[config.mk]
export PLATFORM = sky130hd
export DESIGN_NAME = angle_address_extractor_unit
export DESIGN_NICKNAME = d
export VERILOG_FILES = /design/src/rtl/core/aae_pkg.sv /design/src/rtl/core/aae_scan.sv /design/src/rtl/core/angle_address_extractor_unit.sv
export SDC_FILE = /design/constraint.sdc
export NUM_CORES = 1
export LEC_CHECK = 0
export ABC_AREA = 1
export BUFFER_PORTS_ARGS = -buffer_cell sky130_fd_sc_hd__buf_2
export CORE_UTILIZATION = 30
export CTS_BUF_LIST = sky130_fd_sc_hd__clkbuf_4 sky130_fd_sc_hd__clkbuf_8
export DETAILED_ROUTE_END_ITERATION = 8
export PLACE_DENSITY = 0.56
export RECOVER_POWER = 50
export SYNTH_ARGS = -nofsm -noshare
export SYNTH_HDL_FRONTEND = slang
export SYNTH_HIERARCHICAL = 1
export SYNTH_SLANG_ARGS = --single-unit
[constraint.sdc]
create_clock -name clk -period 3 [get_ports clk]
set_clock_uncertainty 0.1 [all_clocks]
set_input_delay 0.6 -clock clk [delete_from_list [all_inputs] [get_ports clk]]
set_output_delay 0.6 -clock clk [all_outputs]
set_load 0.02 [all_outputs]
[src/rtl/core/aae_pkg.sv]
`timescale 1ns / 1ps
`default_nettype none

package aae_pkg;

  localparam int MAX_LENGTH = 4096;
  // Position counter must hold MAX_LENGTH itself
  localparam int POS_W = $clog2(MAX_LENGTH + 1);

  localparam int START_W  = 12;
  localparam int LENGTH_W = 13;
  localparam int EXT_W    = (POS_W > LENGTH_W) ? POS_W : LENGTH_W;

  localparam logic [7:0] CH_ESC   = 8'h5C;
  localparam logic [7:0] CH_QUOTE = 8'h22;
  localparam logic [7:0] CH_LPAR  = 8'h28;
  localparam logic [7:0] CH_RPAR  = 8'h29;
  localparam logic [7:0] CH_LT    = 8'h3C;
  localparam logic [7:0] CH_GT    = 8'h3E;

  localparam logic signed [7:0] DEPTH_MAX = 8'sh7F;
  localparam logic signed [7:0] DEPTH_MIN = 8'sh80;

  typedef struct packed {
    logic              seeking_close;
    logic              in_quotes;
    logic              escape_pending;
    logic signed [7:0] comment_depth;
    logic [POS_W-1:0]  byte_position;
    logic [POS_W-1:0]  open_offset;
    logic [POS_W-1:0]  best_start;
    logic [POS_W-1:0]  best_length;
    logic              have_pair;
    logic              overflowed;
  } scan_state_t;

  localparam scan_state_t SCAN_RESET = '{
    seeking_close:  1'b0,
    in_quotes:      1'b0,
    escape_pending: 1'b0,
    comment_depth:  8'sh00,
    byte_position:  '0,
    open_offset:    '0,
    best_start:     '0,
    best_length:    '0,
    have_pair:      1'b0,
    overflowed:     1'b0
  };

  typedef struct packed {
    logic [START_W-1:0]  addr_start;
    logic [LENGTH_W-1:0] addr_length;
    logic                found_pair;
    logic                too_long;
  } scan_result_t;

endpackage

`default_nettype wire

[src/rtl/core/aae_scan.sv]
`timescale 1ns / 1ps
`default_nettype none

module aae_scan (
  input  wire aae_pkg::scan_state_t  cur,
  input  wire logic [7:0]            char_byte,
  input  wire logic                  is_last,
  output aae_pkg::scan_state_t       nxt,
  output aae_pkg::scan_result_t      result
);

  aae_pkg::scan_state_t            p;
  logic [aae_pkg::EXT_W-1:0]       start_ext;
  logic [aae_pkg::EXT_W-1:0]       length_ext;

  always_comb begin
    p = cur;
    if (cur.byte_position >= aae_pkg::POS_W'(aae_pkg::MAX_LENGTH)) begin
      // drop bytes past the limit, only flag them
      p.overflowed = 1'b1;
    end else begin
      p.byte_position = cur.byte_position + 1'b1;
      priority if (cur.escape_pending) begin
        p.escape_pending = 1'b0;
      end else if (char_byte == aae_pkg::CH_ESC) begin
        p.escape_pending = 1'b1;
      end else if (char_byte == aae_pkg::CH_QUOTE) begin
        p.in_quotes = !cur.in_quotes;
      end else if (!cur.in_quotes) begin
        priority if (char_byte == aae_pkg::CH_LPAR) begin
          if (cur.comment_depth != aae_pkg::DEPTH_MAX)
            p.comment_depth = cur.comment_depth + 8'sd1;
        end else if (char_byte == aae_pkg::CH_RPAR) begin
          if (cur.comment_depth != aae_pkg::DEPTH_MIN)
            p.comment_depth = cur.comment_depth - 8'sd1;
        end else if (cur.comment_depth == 8'sd0) begin
          priority if (!cur.seeking_close && char_byte == aae_pkg::CH_LT) begin
            p.open_offset    = cur.byte_position + 1'b1;
            p.seeking_close  = 1'b1;
            p.in_quotes      = 1'b0;
            p.escape_pending = 1'b0;
            p.comment_depth  = 8'sd0;
          end else if (cur.seeking_close && char_byte == aae_pkg::CH_GT) begin
            p.best_start     = cur.open_offset;
            p.best_length    = cur.byte_position - cur.open_offset;
            p.have_pair      = 1'b1;
            p.seeking_close  = 1'b0;
            p.in_quotes      = 1'b0;
            p.escape_pending = 1'b0;
            p.comment_depth  = 8'sd0;
          end else begin
            p.seeking_close = cur.seeking_close;
          end
        end else begin
          p.comment_depth = cur.comment_depth;
        end
      end else begin
        p.in_quotes = cur.in_quotes;
      end
    end
  end

  assign start_ext  = p.have_pair ? aae_pkg::EXT_W'(p.best_start) : '0;
  assign length_ext = p.have_pair ? aae_pkg::EXT_W'(p.best_length)
                                  : aae_pkg::EXT_W'(p.byte_position);

  assign result.addr_start  = start_ext[aae_pkg::START_W-1:0];
  assign result.addr_length = length_ext[aae_pkg::LENGTH_W-1:0];
  assign result.found_pair  = p.have_pair;
  assign result.too_long    = p.overflowed;

  // end of string: start over for the next one
  assign nxt = is_last ? aae_pkg::SCAN_RESET : p;

endmodule

`default_nettype wire

[src/rtl/core/angle_address_extractor_unit.sv]
`timescale 1ns / 1ps
`default_nettype none

// Angle address extractor: takes a mail address string one byte per transfer
// (tlast on the final byte) and, once per string, returns the offset and length
// of the contents of the last complete <...> pair, or offset 0 and the whole
// string length when no pair closed. Backslash escapes, double quotes and
// nested parentheses are honored; brackets count only outside quotes and at
// comment depth zero. Bytes beyond MAX_LENGTH are not parsed and raise too_long.
// Throughput is one byte per cycle while out_tready is high; out_tvalid rises
// when the scan update moves the final byte from the input register into the
// state and result registers, which waits while a held result is not taken.
module angle_address_extractor_unit (
  input  wire logic        clk,
  input  wire logic        rst_n,
  input  wire logic        in_tvalid,
  output logic             in_tready,
  input  wire logic [7:0]  in_tdata,   // [7:0] char_byte
  input  wire logic        in_tlast,   // is_last
  output logic             out_tvalid,
  input  wire logic        out_tready,
  output logic [31:0]      out_tdata,  // [11:0] addr_start, [24:12] addr_length, rest 0
  output logic [1:0]       out_tuser   // [0] found_pair, [1] too_long
);

  aae_pkg::scan_state_t  state_r;
  aae_pkg::scan_state_t  state_nxt;
  aae_pkg::scan_result_t result;
  aae_pkg::scan_result_t out_result_r;

  logic       s1_valid_r;
  logic [7:0] s1_byte_r;
  logic       s1_last_r;
  logic       out_valid_r;
  logic       adv;

  // the scan stage moves only when the result slot can take a value
  assign adv       = s1_valid_r && (!out_valid_r || out_tready);
  assign in_tready = !s1_valid_r || adv;

  aae_scan u_scan (
    .cur       (state_r),
    .char_byte (s1_byte_r),
    .is_last   (s1_last_r),
    .nxt       (state_nxt),
    .result    (result)
  );

  always_ff @(posedge clk) begin
    if (!rst_n) begin
      s1_valid_r  <= 1'b0;
      out_valid_r <= 1'b0;
      state_r     <= aae_pkg::SCAN_RESET;
    end else begin
      if (in_tready)
        s1_valid_r <= in_tvalid;
      if (adv)
        state_r <= state_nxt;
      if (adv && s1_last_r)
        out_valid_r <= 1'b1;
      else if (out_tready)
        out_valid_r <= 1'b0;
    end
  end

  always_ff @(posedge clk) begin
    if (in_tready && in_tvalid) begin
      s1_byte_r <= in_tdata;
      s1_last_r <= in_tlast;
    end
    if (adv && s1_last_r)
      out_result_r <= result;
  end

  assign out_tvalid = out_valid_r;
  assign out_tdata  = {7'd0, out_result_r.addr_length, out_result_r.addr_start};
  assign out_tuser  = {out_result_r.too_long, out_result_r.found_pair};

endmodule

`default_nettype wire

==> qor.yml, run 1 <==
status:
  outcome: "finished with violations"
  violations: "max-capacitance violations, max-slew violations"
logic_synthesis:
  syn_area_um2: 7380
  syn-instance-count: 1161
  avgSynthCellArea_um2: 6.35
  yosysWarnings: 6
critical_path:
  required_ns: 3.23
  ff2ff_path_depth: 14
  critPathKind: "reg2reg"
  crit_path_start_kind: "flip-flop"
  crit_start: "state_r[54]"
  crit_fanout: 7
  cp_data_arrival_time_ns: 2.85
  end_kind: "flip-flop"
  r2r-start: "state_r[54]"
clocking:
  cts_setup_buffers: 0
  cts_buffers: 9
  cts_hold_buffers: 0
  cts_root_buffer: "clkbuf_8"
  cts.clk_slew.worst_paths_ns: 0.11
  clkSinkCount: 102
  post_cts_resized: 0
  cts_tree: "built"
  cts_max_path_buffers: 2
  ctsHtreeMaxLevel: 3
  insertion_delay_ns: 0.40
layout:
  diodes: 0
  drive_gt1_share_pct: 5.74
  final_nets: 1193
  post-route-util_pct: 32.4
  final_cells: 1492
  fillCellCount: 2738
  syn_to_final_growth_pct: 6.40
drt:
  wl_um: 20000
  route.met3.wl_um: 646
  drt-met1-wl_um: 9810
  wl_met2_um: 9180
  wire_per_inst_um: 13.4
  drtAntennaViolNets: 0
  vias: 6975
  via_per_inst: 4.67
  firstDrtPassIters: 5
  route.detailed.drc: 0
  routed.top_layer: "met4"
  drt_iter0_markers: 458
floorplan:
  num_rows: 57
  coreArea_um2: 24200
  initial_core_util_pct: 30.4
  die_h_um: 159
  die_area_um2: 25200
  num_io_pins: 49
  dieWidth_um: 159
placed_design:
  dp.cells: 1476
  dp_slack_ns: 0.422
  port_buffers: 41
  dp_hpwl_um: 13800
  gp_congestion: 0.921
sta:
  rsz0062_at_grt: "false"
  hold_viol: 0
  max_freq_mhz: 382
  setup-tns-final_ns: 0
  worstMarginPinSlew_ns: 1.78
  worst_slack_ns: 0.384
  setup_viol: 0
  period_needed_ns: 2.62
  maxSlewViolCount: 95
  fin_crit_sh_pct: 87.2
  slew_headroom_pct: -18.9
  whs_ns: 0.273
pwr:
  vdd_drop_max_v: 0.000169
  p_leak_nw: 3.48
  power_density_nw_per_um2: 422
min_path:
  hold_path_depth: 1
  min_from: "in_tdata[1]"
  hp-class: "in2reg"
global_routing:
  antenna_found_initial: 0
  grt_remaining_overflow: 0
  grt_first_pass_wirelength_um: 32500
  grt_max_degree: 130
  grtUsageTotal_pct: 16.1
  grt_pass1_vias: 6262
run:
  maxCapViolCount: 2
power breakdown:
| group | leakage [nW] | total, mW | switching (mW) | internal, mW |
|---|---|---|---|---|
| Combinational | 2.47 | 0.816 | 0.538 | 0.277 |
| Sequential | 0.906 | 1.58 | 0.0703 | 1.51 |
| Clock | 0.101 | 0.915 | 0.585 | 0.330 |
| Total | 3.48 | 3.31 | 1.19 | 2.11 |
flip-flops by register name, indices dropped and copies added, names as in the netlist:
| name | count |
|---|---|
| out_tuser | 2 |
| s1_last_r | 1 |
| s1_valid_r | 1 |
| out_tvalid | 1 |
| state_r | 64 |
| s1_byte_r | 8 |
| out_tdata | 25 |
per-stage QoR:
step	power (mW)	instance area (um^2)
after global placement	2.42	7690
after CTS	3.35	7890
final	3.31	7850
after detailed placement	2.42	7690
after floorplan	2.24	7400
after global routing	3.52	7850
metal layers:
layer	vias up	global-route usage (%)
li1	3633	-
met1	3189	21.5
met2	131	26.4
met3	22	1.96
met4	0	5.78
met5	-	0
final timing paths:
check,endpoint,slack (ns)
max,state_r[11],0.38
min,s1_byte_r[1],0.27
max reg2reg,state_r[11],0.38
min reg2reg,state_r[34],0.39
worst max-delay path, stage by stage (launching register included):
cell,delay [ns]
dfxtp_1,0.35
inv_1,0.17
ha_1,0.25
nand2_2,0.11
nor2_4,0.17
nand2_4,0.09
nor2_1,0.32
nand3_1,0.31
inv_1,0.15
nand2_1,0.08
a21oi_1,0.12
inv_1,0.06
nand3_1,0.07
nand2_1,0.06
nor2_1,0.12
layout by cell type (no fill, tap or decap), drive strengths merged, types with 36 or more instances in the layout:
master  count
inv       179
nand2     303
dfxtp      66
nor2      170
nand3     126
o21ai      49
edfxtp     36
a21oi      89
clkbuf     42
final cells by class:
| type | count | area, um^2 | area share, % |
|---|---|---|---|
| multi-input combinational | 824 | 3920 | 50.0 |
| sequential | 102 | 2410 | 30.7 |
| inverter | 175 | 657 | 8.37 |
| tap | 324 | 405 | 5.17 |
| timing repair buffer | 51 | 260 | 3.32 |
| clock buffer | 9 | 124 | 1.58 |
| clock inverter | 7 | 73.8 | 0.941 |
Power figures use the tool's default switching activity.
==> inputs of run 2 (changes only) <==
- PLACE_DENSITY: 0.56 -> unset
- PLACE_DENSITY_LB_ADDON: unset -> 0.15
==> run 2 against run 1 <==
The run ends with design-rule violations, max-capacitance violations, max-slew violations left. Largest cell class unchanged. Total power grew 2.7%. Combinational power grew 0.6%. Worst setup slack lost 0.036 ns. Final area grew 0.41%.
==> qor.yml, run 2 (synthesis results as in run 1) <==
status:
  outcome: "finished with violations"
  violations: "design-rule violations, max-capacitance violations, max-slew violations"
run:
  maxCapViolCount: 1
drt:
  vias: 6991
  drt_iter0_markers: 537
  route.detailed.drc: 2
  wire_per_inst_um: 14.4
  firstDrtPassIters: 7
  via_per_inst: 4.68
  drtAntennaViolNets: 0
  wl_um: 21500
floorplan:
  num_rows: 57
  num_io_pins: 49
  initial_core_util_pct: 30.4
  coreArea_um2: 24200
  dieWidth_um: 159
  die_area_um2: 25200
  die_h_um: 159
clocking:
  cts_max_path_buffers: 2
  cts_hold_buffers: 0
  cts_tree: "built"
  post_cts_resized: 0
  cts.clk_slew.worst_paths_ns: 0.13
  cts_buffers: 9
  clkSinkCount: 102
  ctsHtreeMaxLevel: 3
  cts_root_buffer: "clkbuf_8"
  insertion_delay_ns: 0.41
  cts_setup_buffers: 0
critical_path:
  cp_num_buf_inv: 3
  r2r-start: "s1_last_r"
  cp_slowest_cell: "clkbuf_1"
  r2r_slack_ns: 0.35
  crit_path_start_kind: "flip-flop"
  cpMostUsedCell: "inv_1"
  cp_data_arrival_time_ns: 2.89
  required_ns: 3.24
  ff2ff_path_depth: 8
  cp_cell_sequence: "inv_1 > clkbuf_1 > o21ai_0 > a21oi_1 > inv_1 > nand3_1 > nand2_1 > nor2_1"
  r2r_end: "state_r[63]"
  crit_fanout: 22
  slowest_delay_ns: 0.94
  critPathKind: "reg2reg"
  cpLargestDelayFamily: "buffers and inverters"
  end_kind: "flip-flop"
layout:
  area.sequential_um2: 2400
  fin_area_um2: 7880
  fillCellCount: 2825
  syn_to_final_growth_pct: 6.84
  largest_reg_flops: 64
  final_nets: 1196
  layout_common_cells: "296 x nand2_1, 170 x inv_1, 161 x nor2_1"
  layout_commonest_cell: "nand2_1"
  diodes: 0
  largest-register: "state_r"
  drive_gt1_share_pct: 6.06
  multiInputGateArea_um2: 3920
sta:
  rsz0062_at_grt: "false"
  max_freq_mhz: 377
  period_needed_ns: 2.65
  hold_viol: 0
  worstMarginPinSlew_ns: 1.63
  setup_viol: 0
  maxSlewViolCount: 67
  fin_crit_sh_pct: 88.4
  slew_headroom_pct: -8.67
  setup-tns-final_ns: 0
min_path:
  hp-class: "in2reg"
  hold_path_depth: 1
  min_from: "in_tlast"
  hold_path_end: "s1_last_r"
pwr:
  vdd_drop_max_v: 0.000175
  power_density_nw_per_um2: 431
  p_leak_nw: 3.50
  power_mw: 3.40
placed_design:
  port_buffers: 41
  dp_hpwl_um: 14900
  gp_congestion: 0.931
  placedInstanceArea_um2: 7730
global_routing:
  grt_first_pass_wirelength_um: 35200
  antenna_found_initial: 0
  grt_remaining_overflow: 0
  grtUsageTotal_pct: 17.5
  grt_pass1_vias: 6611
  grt_max_degree: 130
run 2: cell types whose count changed in the layout (fill, tap and decap cells not counted), sizes merged:
cell      change
buf           +4
clkinv        -3
clkbuf        -1
bufinv        +1
clkinvlp      +2
run 2: routing by layer:
| layer | part of all wire (%) | wire (um) | GRT usage [%] |
|---|---|---|---|
| met1 | 49 | 10500 | 23.2 |
| met2 | 47 | 10100 | 29.6 |
| met3 | 2.9 | 617 | 2.66 |
| met4 | 1.5 | 325 | 4.28 |
| met5 | 0 | 0 | 0 |
run 2: layout make-up:
| cell class | count | area share [%] |
|---|---|---|
| multi-input cells | 824 | 49.8 |
| flip-flops and latches | 102 | 30.5 |
| inverters | 175 | 8.34 |
| well taps | 324 | 5.14 |
| repair buffers | 54 | 3.59 |
| clock buffers | 9 | 1.57 |
| clock inverters | 7 | 1.11 |
run 2: worst register-to-register path, cell delays in order, from the launching register on:
cell      delay, ns
edfxtp_1       0.63
inv_1          0.22
clkbuf_1       0.94
o21ai_0        0.21
a21oi_1        0.17
inv_1          0.05
nand3_1        0.07
nand2_1        0.06
nor2_1         0.13
run 2: worst max path at each step:
stage | endpoint | cells past startpoint | from | slack [ns]
floorplan | out_tdata[0] | 6 | out_tready | 0.28
global placement | state_r[10] | 16 | state_r[41] | 0.59
detailed placement | state_r[10] | 15 | state_r[41] | 0.55
CTS | state_r[16] | 16 | state_r[54] | 0.54
global route | state_r[31] | 8 | s1_last_r | 0.14
finish | state_r[63] | 8 | s1_last_r | 0.35
run 2: metrics by stage:
step	std cells	util [%]	setup WS [ns]	hold WS, ns
3_5_place_dp	1479	31.9	0.552	0.371
3_3_place_gp	1479	31.9	0.588	0.366
4_1_cts	1495	32.8	0.536	0.235
2_1_floorplan	1167	-	0.279	0.352
6_report	1495	32.5	0.348	0.252
5_1_grt	1495	32.5	0.143	0.220
run 2: where the power goes:
group	switching (mW)	internal [mW]
registers	0.0747	1.51
logic	0.541	0.280
clock network	0.589	0.407
==> inputs of run 3 (changes only) <==
- clock period: 3 -> 3.3 ns (I/O delays scaled with it)
==> run 3 against run 2 <==
Worst hold slack gained 0.072 ns. Total power shrank 11%. The run still ends with design-rule violations, max-capacitance violations, max-slew violations left. Count of clock-buffer cells in the layout grew 2. Non-clock buffer count shrank 4.
==> qor.yml, run 3 (synthesis results as in run 1) <==
min_path:
  hp-class: "in2reg"
  min_from: "in_tlast"
layout:
  largest-register: "state_r"
  largest_reg_flops: 64
  fillCellCount: 2790
  layout_common_cells: "297 x nand2_1, 170 x inv_1, 161 x nor2_1"
  syn_to_final_growth_pct: 6.11
  final_nets: 1192
  diodes: 0
  drive_gt1_share_pct: 5.83
  layout_commonest_cell: "nand2_1"
  post-route-util_pct: 32.3
  area.sequential_um2: 2410
  multiInputGateArea_um2: 3910
clocking:
  post_cts_resized: 0
  cts_tree: "built"
  clkSinkCount: 102
  cts_hold_buffers: 0
  cts_root_buffer: "clkbuf_8"
  cts_max_path_buffers: 2
  insertion_delay_ns: 0.40
  cts_setup_buffers: 0
  cts_buffers: 9
  cts.clk_slew.worst_paths_ns: 0.12
  ctsHtreeMaxLevel: 3
critical_path:
  r2r-start: "s1_byte_r[4]"
  end_kind: "flip-flop"
  crit_start: "s1_byte_r[4]"
  crit_fanout: 21
  required_ns: 3.50
  cpLargestDelayFamily: "simple AND/OR/NAND/NOR gates"
  slowest_delay_ns: 0.47
  cp_slowest_cell: "edfxtp_1"
  cp_data_arrival_time_ns: 2.92
  cp_num_buf_inv: 3
  crit_path_start_kind: "flip-flop"
  cp_cell_sequence: "inv_1 > nand2_1 > nor2_2 > nand2_1 > nand2_2 > nor2_8 > nand3_4 > nand2_4 > inv_2 > nor2_1 > inv_1 > nand3_1 > nand2_1 > nor2_1"
  cpMostUsedCell: "nand2_1"
  critPathKind: "reg2reg"
sta:
  max_freq_mhz: 368
  maxSlewViolCount: 43
  worstMarginPinSlew_ns: 1.57
  worst_slack_ns: 0.580
  setup_viol: 0
  fin_crit_sh_pct: 82.4
  rsz0062_at_grt: "false"
  period_needed_ns: 2.72
  setup-tns-final_ns: 0
  slew_headroom_pct: -4.94
  hold_viol: 0
global_routing:
  grtUsageTotal_pct: 17.5
  grt_first_pass_wirelength_um: 34900
  antenna_found_initial: 0
  grt_pass1_vias: 6440
  grt_remaining_overflow: 0
  grt_max_degree: 89
drt:
  vias: 6991
  drtAntennaViolNets: 0
  route.detailed.drc: 2
  firstDrtPassIters: 7
  wire_per_inst_um: 14.4
  wl_um: 21500
  via_per_inst: 4.69
  drt_iter0_markers: 479
floorplan:
  coreArea_um2: 24200
  num_io_pins: 49
  dieWidth_um: 159
  die_area_um2: 25200
  die_h_um: 159
  initial_core_util_pct: 30.4
  num_rows: 57
placed_design:
  port_buffers: 41
  dp_hpwl_um: 15200
  dp_slack_ns: 0.603
  gp_congestion: 0.848
pwr:
  power_density_nw_per_um2: 386
  p_leak_nw: 3.47
  vdd_drop_max_v: 0.000203
status:
  outcome: "finished with violations"
  violations: "design-rule violations, max-capacitance violations, max-slew violations"
run:
  maxCapViolCount: 1
## run 3: changes by cell type in the layout (fill, tap and decap cells not counted), moves of 2 or more
cell,before,now
clkbuf_2,2,0
clkbuf_8,9,11
clkinvlp_4,2,0
inv_6,1,3
inv_8,3,1
## run 3: routing by layer
metal | routed length [um] | part of all wire [%] | track usage, % | vias up
met1 | 10600 | 49 | 23.4 | 3233
met5 | 0 | 0 | 0 | -
met2 | 10000 | 47 | 29.9 | 112
met3 | 622 | 2.9 | 1.91 | 13
li1 | - | - | - | 3633
met4 | 245 | 1.1 | 4.32 | 0
## run 3: worst register-to-register path, cell delays in order (launching register included)
cell	delay [ns]
edfxtp_1	0.47
inv_1	0.08
nand2_1	0.05
nor2_2	0.17
nand2_1	0.31
nand2_2	0.28
nor2_8	0.07
nand3_4	0.13
nand2_4	0.20
inv_2	0.41
nor2_1	0.08
inv_1	0.07
nand3_1	0.07
nand2_1	0.09
nor2_1	0.04
## run 3: path summary, 6_finish.rpt
| check | end | slack, ns | depth (start not counted) |
|---|---|---|---|
| hold reg to reg | state_r[0] | 0.39 | 2 |
| setup reg to reg | state_r[1] | 0.58 | 14 |
| setup / recovery | state_r[1] | 0.58 | 14 |
| hold / removal | s1_last_r | 0.32 | 1 |
## run 3: cell type report
type	instances	share of cell area [%]
clock buffer	11	1.93
multi-input combinational	824	50.0
timing repair buffer	50	3.15
tap	324	5.18
clock inverter	5	0.592
sequential	102	30.7
inverter	175	8.39
## run 3: where the power goes
part	total, mW	leakage (nW)	switching (mW)	internal (mW)
clock network	0.848	0.103	0.516	0.332
registers	1.45	0.906	0.0754	1.37
logic	0.731	2.46	0.485	0.246
## run 3: through the flow
stage | instances | total power [mW] | hold slack [ns] | area, um^2
after floorplan | 1167 | 2.04 | 0.352 | 7400
after global placement | 1475 | 2.21 | 0.362 | 7670
after detailed placement | 1475 | 2.21 | 0.371 | 7670
after CTS | 1491 | 3.08 | 0.304 | 7870
after global routing | 1491 | 3.23 | 0.312 | 7830
final | 1491 | 3.02 | 0.324 | 7830
